File: config.mk
export PLATFORM = sky130hd
export DESIGN_NAME = ini_line_tokenizer_core
export DESIGN_NICKNAME = d
export VERILOG_FILES = /design/src/design/ilt_pkg.sv /design/src/design/ilt_classify.sv /design/src/design/ilt_out_stage.sv /design/src/design/ini_line_tokenizer_core.sv
export SDC_FILE = /design/constraint.sdc
export NUM_CORES = 1
export LEC_CHECK = 0
export ABC_AREA = 1
export BUFFER_PORTS_ARGS = -buffer_cell sky130_fd_sc_hd__buf_2
export CAP_MARGIN = 20
export CELL_PAD_IN_SITES_DETAIL_PLACEMENT = 0
export CELL_PAD_IN_SITES_GLOBAL_PLACEMENT = 1
export CORE_ASPECT_RATIO = 1.4
export CORE_UTILIZATION = 38
export DETAILED_ROUTE_END_ITERATION = 10
export MAX_ROUTING_LAYER = met4
export PLACE_DENSITY_LB_ADDON = 0.1
export SLEW_MARGIN = 30
export SYNTH_ARGS = -nofsm -noshare
export SYNTH_HDL_FRONTEND = slang
export SYNTH_SLANG_ARGS = --single-unit
File: constraint.sdc
create_clock -name clk -period 2.2 [get_ports clk]
set_clock_uncertainty 0.15 [all_clocks]
set_input_delay 0.33 -clock clk [delete_from_list [all_inputs] [get_ports clk]]
set_output_delay 0.33 -clock clk [all_outputs]
set_load 0.01 [all_outputs]
File: src/design/ilt_pkg.sv
// ----------------------------------------------------------------------------
// ilt_pkg: shared definitions for the INI line tokenizer
// Parser states, result event and error codes, character constants and the
// result record that moves from the classifier to the output stage.
// ----------------------------------------------------------------------------
package ilt_pkg;

  // Default width of the internal line counter and the width shown on the port.
  localparam int DEF_LINE_WIDTH = 16;
  localparam int OUT_LINE_W     = 16;

  // Byte values the parser reacts to.
  localparam logic [7:0] CH_TAB  = 8'h09;
  localparam logic [7:0] CH_NL   = 8'h0A;
  localparam logic [7:0] CH_SP   = 8'h20;
  localparam logic [7:0] CH_SEMI = 8'h3B;
  localparam logic [7:0] CH_EQ   = 8'h3D;
  localparam logic [7:0] CH_LBR  = 8'h5B;
  localparam logic [7:0] CH_RBR  = 8'h5D;
  localparam logic [7:0] CH_DEL  = 8'h7F;

  // Parser states; the last one latches a syntax error.
  typedef enum logic [2:0] {
    ST_IDLE    = 3'd0,
    ST_COMMENT = 3'd1,
    ST_SECTION = 3'd2,
    ST_KEY     = 3'd3,
    ST_KEYDONE = 3'd4,
    ST_EQUAL   = 3'd5,
    ST_VALUE   = 3'd6,
    ST_ERROR   = 3'd7
  } state_t;

  // Tag given to each byte.
  typedef enum logic [3:0] {
    EV_NONE    = 4'd0,
    EV_SEC_BEG = 4'd1,
    EV_SEC_CHR = 4'd2,
    EV_SEC_END = 4'd3,
    EV_KEY_1ST = 4'd4,
    EV_KEY_CHR = 4'd5,
    EV_VAL_1ST = 4'd6,
    EV_VAL_CHR = 4'd7,
    EV_PAIR    = 4'd8,
    EV_ERROR   = 4'd9
  } event_t;

  // Syntax error codes.
  typedef enum logic [2:0] {
    ERR_NONE        = 3'd0,
    ERR_TAB_SECTION = 3'd1,
    ERR_NL_SECTION  = 3'd2,
    ERR_NL_KEY      = 3'd3,
    ERR_NO_EQUALS   = 3'd4,
    ERR_SPACE_KEY   = 3'd5,
    ERR_EMPTY_VALUE = 3'd6
  } err_t;

  // One classified byte.
  typedef struct packed {
    event_t                  event_res;
    logic [7:0]              char_out;
    err_t                    error_code;
    logic [OUT_LINE_W-1:0]   line_number;
  } result_t;

endpackage

File: src/design/ilt_classify.sv
// ----------------------------------------------------------------------------
// ilt_classify: parser state and byte classification
// Holds the parser state and the line counter and tags one byte per
// transaction; state advances only when the result moves on.
// ----------------------------------------------------------------------------
module ilt_classify
  import ilt_pkg::*;
#(
  parameter int LINE_WIDTH = DEF_LINE_WIDTH
) (
  input  logic       clk,
  input  logic       rst_n,
  input  logic       fire,
  input  logic [7:0] byte_in,
  input  logic       doc_start,
  output result_t    res
);

  state_t                state_r, state_nxt;
  logic [LINE_WIDTH-1:0] line_r, line_nxt;

  state_t                base_state;
  logic [LINE_WIDTH-1:0] base_line;
  logic                  ctrl_drop;
  logic                  line_inc;
  event_t                ev;
  logic [7:0]            ch;
  err_t                  err;

  // A document start returns to idle with a cleared counter before the byte.
  assign base_state = doc_start ? ST_IDLE : state_r;
  assign base_line  = doc_start ? '0 : line_r;

  // Control bytes other than tab and newline are dropped.
  assign ctrl_drop = ((byte_in < CH_SP) || (byte_in == CH_DEL)) &&
                     (byte_in != CH_TAB) && (byte_in != CH_NL);

  // Next state and byte tag.
  always_comb begin
    state_nxt = base_state;
    line_inc  = 1'b0;
    ev        = EV_NONE;
    ch        = 8'h00;
    err       = ERR_NONE;
    if (!ctrl_drop) begin
      unique case (base_state)
        ST_IDLE: begin
          if (byte_in == CH_SEMI) begin
            state_nxt = ST_COMMENT;
          end else if (byte_in == CH_LBR) begin
            line_inc  = 1'b1;
            state_nxt = ST_SECTION;
            ev        = EV_SEC_BEG;
          end else if (byte_in == CH_SP || byte_in == CH_TAB || byte_in == CH_NL) begin
            state_nxt = ST_IDLE;
          end else begin
            state_nxt = ST_KEY;
            ev        = EV_KEY_1ST;
            ch        = byte_in;
          end
        end
        ST_COMMENT: begin
          if (byte_in == CH_NL) begin
            state_nxt = ST_IDLE;
            line_inc  = 1'b1;
          end
        end
        ST_SECTION: begin
          if (byte_in == CH_RBR) begin
            state_nxt = ST_IDLE;
            line_inc  = 1'b1;
            ev        = EV_SEC_END;
          end else if (byte_in == CH_TAB) begin
            ev  = EV_ERROR;
            err = ERR_TAB_SECTION;
          end else if (byte_in == CH_NL) begin
            ev  = EV_ERROR;
            err = ERR_NL_SECTION;
          end else begin
            ev = EV_SEC_CHR;
            ch = byte_in;
          end
        end
        ST_KEY: begin
          if (byte_in == CH_SP) begin
            state_nxt = ST_KEYDONE;
          end else if (byte_in == CH_EQ) begin
            state_nxt = ST_EQUAL;
          end else if (byte_in == CH_TAB) begin
            state_nxt = ST_KEY;
          end else if (byte_in == CH_NL) begin
            ev  = EV_ERROR;
            err = ERR_NL_KEY;
          end else begin
            ev = EV_KEY_CHR;
            ch = byte_in;
          end
        end
        ST_KEYDONE: begin
          if (byte_in == CH_SP || byte_in == CH_TAB) begin
            state_nxt = ST_KEYDONE;
          end else if (byte_in == CH_NL) begin
            ev  = EV_ERROR;
            err = ERR_NO_EQUALS;
          end else if (byte_in == CH_EQ) begin
            state_nxt = ST_EQUAL;
          end else begin
            ev  = EV_ERROR;
            err = ERR_SPACE_KEY;
          end
        end
        ST_EQUAL: begin
          if (byte_in == CH_SP || byte_in == CH_TAB) begin
            state_nxt = ST_EQUAL;
          end else if (byte_in == CH_NL) begin
            ev  = EV_ERROR;
            err = ERR_EMPTY_VALUE;
          end else begin
            state_nxt = ST_VALUE;
            ev        = EV_VAL_1ST;
            ch        = byte_in;
          end
        end
        ST_VALUE: begin
          if (byte_in == CH_NL) begin
            ev        = EV_PAIR;
            line_inc  = 1'b1;
            state_nxt = ST_IDLE;
          end else if (byte_in == CH_SEMI) begin
            ev        = EV_PAIR;
            state_nxt = ST_COMMENT;
          end else begin
            ev = EV_VAL_CHR;
            ch = byte_in;
          end
        end
        ST_ERROR: begin
          state_nxt = ST_ERROR;
        end
      endcase
      if (ev == EV_ERROR) begin
        state_nxt = ST_ERROR;
      end
    end
  end

  // Saturating line counter.
  assign line_nxt = (line_inc && (base_line != {LINE_WIDTH{1'b1}})) ?
                    base_line + {{(LINE_WIDTH-1){1'b0}}, 1'b1} : base_line;

  // Port view of the counter: zero-extended or clamped to the port width.
  logic [OUT_LINE_W-1:0] line_out;
  generate
    if (LINE_WIDTH > OUT_LINE_W) begin : g_clamp
      assign line_out = (|line_nxt[LINE_WIDTH-1:OUT_LINE_W]) ?
                        {OUT_LINE_W{1'b1}} : line_nxt[OUT_LINE_W-1:0];
    end else if (LINE_WIDTH == OUT_LINE_W) begin : g_same
      assign line_out = line_nxt;
    end else begin : g_extend
      assign line_out = {{(OUT_LINE_W-LINE_WIDTH){1'b0}}, line_nxt};
    end
  endgenerate

  assign res.event_res   = ev;
  assign res.char_out    = ch;
  assign res.error_code  = err;
  assign res.line_number = line_out;

  // Parser state register.
  always_ff @(posedge clk) begin
    if (!rst_n) begin
      state_r <= ST_IDLE;
      line_r  <= '0;
    end else if (fire) begin
      state_r <= state_nxt;
      line_r  <= line_nxt;
    end
  end

`ifndef SYNTHESIS
  // An error transaction latches the error state.
  a_err_latch: assert property (@(posedge clk) disable iff (!rst_n)
    fire && (ev == EV_ERROR) |=> state_r == ST_ERROR)
    else $error("error event did not latch the error state");

  // Without a document start the line counter never goes down.
  a_line_mono: assert property (@(posedge clk) disable iff (!rst_n)
    fire && !doc_start |=> line_r >= $past(line_r))
    else $error("line counter decreased");

  // A byte is shown only with a character event.
  a_char_tag: assert property (@(posedge clk) disable iff (!rst_n)
    fire && (ch != 8'h00) |-> (ev == EV_SEC_CHR) || (ev == EV_KEY_1ST) ||
      (ev == EV_KEY_CHR) || (ev == EV_VAL_1ST) || (ev == EV_VAL_CHR))
    else $error("character shown with a non-character event");

  // The error code is set exactly with an error event.
  a_err_code: assert property (@(posedge clk) disable iff (!rst_n)
    fire |-> ((err != ERR_NONE) == (ev == EV_ERROR)))
    else $error("error code and error event disagree");
`endif

endmodule

File: src/design/ilt_out_stage.sv
// ----------------------------------------------------------------------------
// ilt_out_stage: result register
// Holds one classified byte until the downstream side takes the transaction.
// ----------------------------------------------------------------------------
module ilt_out_stage
  import ilt_pkg::*;
(
  input  logic        clk,
  input  logic        rst_n,
  input  logic        load,
  input  result_t     res,
  output logic        can_load,
  output logic        out_tvalid,
  input  logic        out_tready,
  output logic [31:0] out_tdata,
  output logic [3:0]  out_tuser
);

  logic    valid_r, valid_nxt;
  result_t res_r;

  // The register may take a new result when it is empty or being drained.
  assign can_load = !valid_r || out_tready;

  assign valid_nxt = load || (valid_r && !out_tready);

  always_ff @(posedge clk) begin
    if (!rst_n) begin
      valid_r <= 1'b0;
    end else begin
      valid_r <= valid_nxt;
    end
  end

  // Payload needs no reset.
  always_ff @(posedge clk) begin
    if (load) begin
      res_r <= res;
    end
  end

  assign out_tvalid = valid_r;
  assign out_tuser  = res_r.event_res;
  assign out_tdata  = {5'b00000, res_r.line_number, res_r.error_code, res_r.char_out};

endmodule

File: src/design/ini_line_tokenizer_core.sv
// ----------------------------------------------------------------------------
// ini_line_tokenizer_core: byte-serial INI text tokenizer
// Tags each byte of an INI text as section, key or value material.
// ----------------------------------------------------------------------------
// Usage:
// The input channel takes one text byte per transaction on in_tdata, with
// in_tuser set on the first byte of a new document; that byte returns the
// parser to idle, clears a latched error and zeroes the line counter.
// The result channel gives exactly one transaction per input byte: the event
// tag on out_tuser, and the byte, error code and line number on out_tdata.
// Each accepted byte passes through the input register and then the result
// register, whose valid bit drives out_tvalid; while the result register is
// full and not drained, the byte waits in the input register. The block
// takes one byte per cycle while the receiver keeps up, set by the single
// parser state register that each byte reads and updates. When the receiver
// stalls, the result register holds and the input register still takes one
// more byte; after that in_tready drops until the receiver drains. Reset
// empties both registers, puts the parser in idle and zeroes the line counter.
// ----------------------------------------------------------------------------
module ini_line_tokenizer_core
  import ilt_pkg::*;
#(
  parameter int LINE_WIDTH = DEF_LINE_WIDTH
) (
  input  logic        clk,
  input  logic        rst_n,
  input  logic        in_tvalid,
  output logic        in_tready,
  input  logic [7:0]  in_tdata,   // [7:0] byte_in
  input  logic        in_tuser,   // [0] doc_start
  output logic        out_tvalid,
  input  logic        out_tready,
  output logic [31:0] out_tdata,  // [7:0] char_out, [10:8] error_code,
                                  // [26:11] line_number, [31:27] zero
  output logic [3:0]  out_tuser   // [3:0] event_res
);

  logic       in_valid_r, in_valid_nxt;
  logic [7:0] in_byte_r;
  logic       in_doc_r;
  logic       can_load;
  logic       advance;
  logic       in_take;
  result_t    res;

  // Move the held byte into the result register when it has room.
  assign advance   = in_valid_r && can_load;
  assign in_tready = !in_valid_r || advance;
  assign in_take   = in_tvalid && in_tready;

  assign in_valid_nxt = in_take || (in_valid_r && !advance);

  // Input register.
  always_ff @(posedge clk) begin
    if (!rst_n) begin
      in_valid_r <= 1'b0;
    end else begin
      in_valid_r <= in_valid_nxt;
    end
  end

  always_ff @(posedge clk) begin
    if (in_take) begin
      in_byte_r <= in_tdata;
      in_doc_r  <= in_tuser;
    end
  end

  ilt_classify #(
    .LINE_WIDTH (LINE_WIDTH)
  ) u_classify (
    .clk       (clk),
    .rst_n     (rst_n),
    .fire      (advance),
    .byte_in   (in_byte_r),
    .doc_start (in_doc_r),
    .res       (res)
  );

  ilt_out_stage u_out_stage (
    .clk        (clk),
    .rst_n      (rst_n),
    .load       (advance),
    .res        (res),
    .can_load   (can_load),
    .out_tvalid (out_tvalid),
    .out_tready (out_tready),
    .out_tdata  (out_tdata),
    .out_tuser  (out_tuser)
  );

endmodule

==> results.sh, run 1 <==
export IMPL_status="completed"
export IMPL_fin_tns_setup_ns=0
export IMPL_routed_wirelength_um=9500
export IMPL_hpwlAfterDp_um=7250
export IMPL_grt_util_all_layers=0.214
export IMPL_p_int_mw=2.33
export IMPL_die_x_um=83.7
export IMPL_routedWlPerCell_um=14.2
export IMPL_clkPwrFrac=0.463
export IMPL_clk_path_buf_depth=2
export IMPL_p_leak_nw=2.22
export IMPL_required_ns=2.33
export IMPL_syn_cell_area_mm2=0.00355
export IMPL_portBuffers=45
export IMPL_cts_tree="yes"
export IMPL_antennaDiodeCount=0
export IMPL_combPwrFrac=0.117
export IMPL_hold_viol=0
export IMPL_holdCritPathClass="in -> reg"
export IMPL_crit_arrival_ns=2.22
export IMPL_timing_slew_headroom=0.569
export IMPL_numClockSinks=61
export IMPL_slew_viol_final=0
export IMPL_fmax_ghz=0.479
export IMPL_gr_total_overflow=0
export IMPL_r2r_slack_ns=0.11
export IMPL_grt_pass1_wl_um=15300
export IMPL_drv_cap=0
export IMPL_drc_errors=0
export IMPL_drt_first_pass_iters=4
export IMPL_worst_pin_slew_ns=0.639
export IMPL_clock_latency_ns=0.33
export IMPL_area_delta_synth_final_pct=34.7
export IMPL_switching_power_mw=0.822
export IMPL_ios=51
export IMPL_synth_seq_cells=61
export IMPL_avgSynthCellArea_um2=7.86
export IMPL_die_area_mm2=0.00974
export IMPL_post_route_period_util=0.949
export IMPL_path_clk_slew_ns=0.06
export IMPL_seq_power_share=0.420
export IMPL_grt_pass1_vias=3196
export IMPL_ir_worst_vdd_uv=425
export IMPL_grt_antenna_before_repair=0
export IMPL_hold_ws_ns=0.0196
export IMPL_drtAntennaViolNets=0
export IMPL_num_vias=3227
export IMPL_cts_root_buf="clkbuf_16"
export IMPL_path_class="reg -> reg"
export IMPL_die_h_um=116
export IMPL_dpl_worst_slack_ns=-0.0722
export IMPL_netlist_instances=452
export IMPL_mostFrequentLayoutCell="nand2_1"
export IMPL_rows=41
export IMPL_pwr_density_cell_mw_per_mm2=658
export IMPL_seq_area_frac_synth=0.457
export IMPL_startpoint_type="register"
export IMPL_grt_setup_unrepaired="true"
export IMPL_viasPerCell=4.84
export IMPL_switching_share=0.261
export IMPL_finalSetupViolCount=0
export IMPL_grt_max_degree=32
export IMPL_end_kind="register"
export IMPL_drive_above_1_share=0.352
export IMPL_synth_distinct_cells=37
export IMPL_cp_max_fo=21
export IMPL_htreeDepth=3
export IMPL_gp_congestion=0.877
export IMPL_initial_core_util=0.393
export IMPL_cts_buffers=9
export IMPL_nNetsFinal=569
export IMPL_worst_slack_ns=0.111
export IMPL_final_cell_mix="81 x nand2_1, 69 x inv_1, 54 x buf_4, 45 x buf_2, 44 x nor2_1"
export IMPL_ys_warn_count=0
export IMPL_initialDrtViolationCount=107
export IMPL_min_period_ns=2.09
export IMPL_coreArea_mm2=0.00903
-- final timing paths --
path                from                     end  depth (start not counted)
min          in_tdata[5]            in_byte_r[5]                          1
min reg2reg   in_valid_r  u_out_stage.out_tvalid                          2
max reg2reg     in_doc_r    u_classify.line_r[6]                         12
max             in_doc_r    u_classify.line_r[6]                         12
-- synthesized netlist by cell type --
cell type	n	share of area
a211oi_1	3	0.0063
a21oi_1	27	0.038
a21oi_2	1	0.0025
a311oi_1	1	0.0025
buf_4	5	0.011
buf_6	4	0.013
clkbuf_1	5	0.0053
clkinv_1	1	0.0011
conb_1	1	0.0011
dfxtp_1	21	0.12
edfxtp_1	40	0.34
ha_1	1	0.0035
inv_1	70	0.074
inv_2	8	0.0085
inv_4	1	0.0018
inv_6	1	0.0025
nand2_1	88	0.093
nand2_2	6	0.011
nand2_4	2	0.0063
nand3_1	26	0.037
nand3_2	2	0.0056
nand3b_1	1	0.0021
nand4_1	2	0.0035
nor2_1	56	0.059
nor2_2	8	0.014
nor2_4	5	0.016
nor3_1	7	0.0099
nor3_2	1	0.0028
nor3_4	1	0.0046
nor4_1	4	0.0070
o211ai_1	1	0.0021
o21ai_0	7	0.0099
o21ai_1	20	0.028
o21ai_2	11	0.027
o311ai_0	2	0.0049
xnor2_1	1	0.0025
xor2_1	11	0.027
-- routing by layer --
| metal | routed length [um] | global-route usage | vias up |
|---|---|---|---|
| li1 | - | - | 1655 |
| met1 | 3420 | 0.190 | 1488 |
| met2 | 5440 | 0.418 | 60 |
| met3 | 236 | 0.0396 | 24 |
| met4 | 403 | 0.130 | 0 |
| met5 | 0 | - | - |
-- cell type report --
cell class                      instances  area (um^2)
Sequential cell                        61         1620
Fill cell                             910         4250
Timing Repair Buffer                  102          681
Multi-Input combinational cell        300         1720
Clock inverter                          7         82.6
Inverter                               81          317
Tap cell                              107          134
Clock buffer                            9          225
-- sequential cells by signal, indices dropped and copies added (netlist names) --
register,cells
in_doc_r,1
in_valid_r,1
u_classify.line_r,16
u_out_stage.out_tuser,4
in_byte_r,8
u_out_stage.out_tdata,27
u_classify.state_r,3
u_out_stage.out_tvalid,1
-- cell families after synthesis --
group                      count (synthesis)  synth area share
and+or+nand+nor                          209             0.271
buffers and inverters                     95             0.116
AOI/OAI and AO/OA                         73             0.122
DFF                                       61             0.457
xor gates and xnor gates                  12            0.0296
adders and majority gates                  1           0.00352
other                                      1           0.00106
-- per-stage QoR --
step | power [mW] | instance area [um^2] | util | cells
2_1_floorplan | 1.56 | 3590 | - | 456
3_3_place_gp | 1.68 | 4230 | 0.468 | 642
3_5_place_dp | 1.69 | 4230 | 0.468 | 642
4_1_cts | 3.17 | 4560 | 0.505 | 658
5_1_grt | 3.29 | 4780 | 0.530 | 667
6_report | 3.15 | 4780 | 0.530 | 667
-- repair_timing --
item                                    CTS  global route
hold buffers                              0             1
pin swaps                                 0             5
gates resized for setup                   8            39
endpoints found under the hold margin     0             1
endpoints found under the setup margin   14            37
buffers inserted                          0             8
-- worst max-delay path, stage by stage, from the launching register on --
cell	delay (ns)
edfxtp_1	0.41
buf_12	0.19
nor2_4	0.14
ha_4	0.17
nand3_4	0.11
nor2_4	0.13
nand3_2	0.10
nand2_4	0.11
inv_8	0.08
buf_4	0.16
o21ai_2	0.15
o21ai_1	0.07
inv_1	0.05
-- power groups by stage --
stage	clock [mW]	sequential, mW	combinational [mW]
2_1_floorplan	0	1.36	0.206
3_3_place_gp	0	1.35	0.338
3_5_place_dp	0	1.35	0.341
4_1_cts	1.50	1.32	0.345
5_1_grt	1.55	1.33	0.411
6_report	1.46	1.32	0.369
Note: power is estimated with default switching activity, not from simulation.
==> run 2, diff against run 1 <==
RECOVER_POWER = 25   (was unset)
==> run 2 against run 1 <==
Power about the same. Count of clock-buffer cells in the layout unchanged. Register-to-register slack about the same. Worst setup slack about the same. Via count about the same. Non-clock buffer count unchanged. Sequential share of layout area about the same. Combinational power about the same. Routed wire length about the same. Cell area about the same. Sequential cell count unchanged. Largest cell class unchanged. Largest power group unchanged.
==> results.sh, run 2 (same netlist as run 1, synthesis figures left out) <==
export IMPL_status="completed"
export IMPL_grt_pass1_wl_um=15300
export IMPL_gr_total_overflow=0
export IMPL_drtAntennaViolNets=0
export IMPL_cts_root_buf="clkbuf_16"
export IMPL_antennaDiodeCount=0
export IMPL_fillers=912
export IMPL_timing_slew_headroom=0.402
export IMPL_grt_setup_unrepaired="true"
export IMPL_drive_above_1_share=0.350
export IMPL_clock_latency_ns=0.33
export IMPL_path_class="reg -> reg"
export IMPL_min_period_ns=2.09
export IMPL_initialDrtViolationCount=107
export IMPL_grt_antenna_before_repair=0
export IMPL_die_x_um=83.7
export IMPL_area_delta_synth_final_pct=34.6
export IMPL_nNetsFinal=569
export IMPL_fin_area_mm2=0.00478
export IMPL_drc_errors=0
export IMPL_final_cell_mix="81 x nand2_1, 69 x inv_1, 53 x buf_4, 45 x buf_2, 44 x nor2_1"
export IMPL_rows=41
export IMPL_largest_register_ff_count=27
export IMPL_clk_path_buf_depth=2
export IMPL_drv_cap=0
export IMPL_post_route_period_util=0.949
export IMPL_hpwlAfterDp_um=7250
export IMPL_grt_max_degree=32
export IMPL_die_h_um=116
export IMPL_dpl_worst_slack_ns=-0.0722
export IMPL_cp_max_fo=21
export IMPL_crit_arrival_ns=2.22
export IMPL_grt_pass1_vias=3196
export IMPL_dpl_cell_area_mm2=0.00423
export IMPL_holdCritPathClass="in -> reg"
export IMPL_hold_viol=0
export IMPL_worst_slack_ns=0.111
export IMPL_routed_wirelength_um=9500
export IMPL_gp_congestion=0.877
export IMPL_htreeDepth=3
export IMPL_required_ns=2.33
export IMPL_slew_viol_final=0
export IMPL_routedWlPerCell_um=14.2
export IMPL_finalSetupViolCount=0
export IMPL_num_vias=3226
export IMPL_end_kind="register"
export IMPL_path_clk_slew_ns=0.06
export IMPL_die_area_mm2=0.00974
export IMPL_cts_buffers=9
export IMPL_worst_pin_slew_ns=0.897
export IMPL_cts_tree="yes"
export IMPL_p_leak_nw=2.22
export IMPL_drt_first_pass_iters=4
export IMPL_grt_util_all_layers=0.214
export IMPL_ir_worst_vdd_uv=426
export IMPL_startpoint_type="register"
export IMPL_fmax_ghz=0.479
export IMPL_pwr_density_cell_mw_per_mm2=659
export IMPL_ios=51
export IMPL_portBuffers=45
export IMPL_mostFrequentLayoutCell="nand2_1"
export IMPL_viasPerCell=4.84
export IMPL_numClockSinks=61
export IMPL_initial_core_util=0.393
export IMPL_coreArea_mm2=0.00903
run 2: cell count changes in the layout (fill, tap and decap cells not counted), sizes merged:
cell | previous run | this run
buf | 101 | 100
clkbuf | 9 | 10
run 2: repair_timing:
action / CTS / global route
endpoints found under the setup margin: 14 / 37
hold buffers: 0 / 1
pin swaps: 0 / 5
hold endpoints to repair: 0 / 1
setup buffers: 0 / 8
resized for setup: 8 / 39
run 2: cell type report:
cell class,instances,area (um^2),area share
clock buffer,9,225,0.0471
clock inverter,7,82.6,0.0173
inverter,81,317,0.0662
multi-input combinational,300,1720,0.360
sequential,61,1620,0.339
tap,107,134,0.0280
timing repair buffer,102,677,0.142
run 2: metal layers:
metal	wire, um	global-route usage	vias to the layer above	share of wire
met4	403	0.130	0	0.042
met3	236	0.0396	24	0.025
li1	-	-	1655	-
met5	0	-	-	0
met2	5440	0.418	60	0.57
met1	3420	0.190	1487	0.36
run 2: worst paths after layout:
check	from	end	slack, ns	depth (start not counted)
worst min register to register	in_valid_r	u_out_stage.out_tvalid	0.32	2
worst min-delay path	in_tdata[5]	in_byte_r[5]	0.02	1
worst max-delay path	in_doc_r	u_classify.line_r[6]	0.11	12
worst max register to register	in_doc_r	u_classify.line_r[6]	0.11	12
run 2: report_power, final:
| group | leakage (nW) | total, mW | switching (mW) | internal, mW |
|---|---|---|---|---|
| Sequential | 0.556 | 1.32 | 0.0307 | 1.29 |
| Clock | 0.145 | 1.46 | 0.563 | 0.894 |
| Combinational | 1.52 | 0.368 | 0.228 | 0.139 |
run 2: worst max-delay path, stage by stage, from the launching register on:
cell      delay [ns]
edfxtp_1        0.41
buf_12          0.19
nor2_4          0.14
ha_4            0.17
nand3_4         0.11
nor2_4          0.13
nand3_2         0.10
nand2_4         0.11
inv_8           0.08
buf_4           0.16
o21ai_2         0.15
o21ai_1         0.07
inv_1           0.05
run 2: stage by stage:
stage	util	power (mW)	cells	hold slack (ns)	TNS (ns)
2_1_floorplan	-	1.56	456	0.279	0
3_3_place_gp	0.468	1.68	642	0.303	-0.155
6_report	0.529	3.15	667	0.0195	0
4_1_cts	0.505	3.17	658	0.00616	0
3_5_place_dp	0.468	1.69	642	0.310	-0.202
5_1_grt	0.529	3.29	667	0.00147	-0.0407
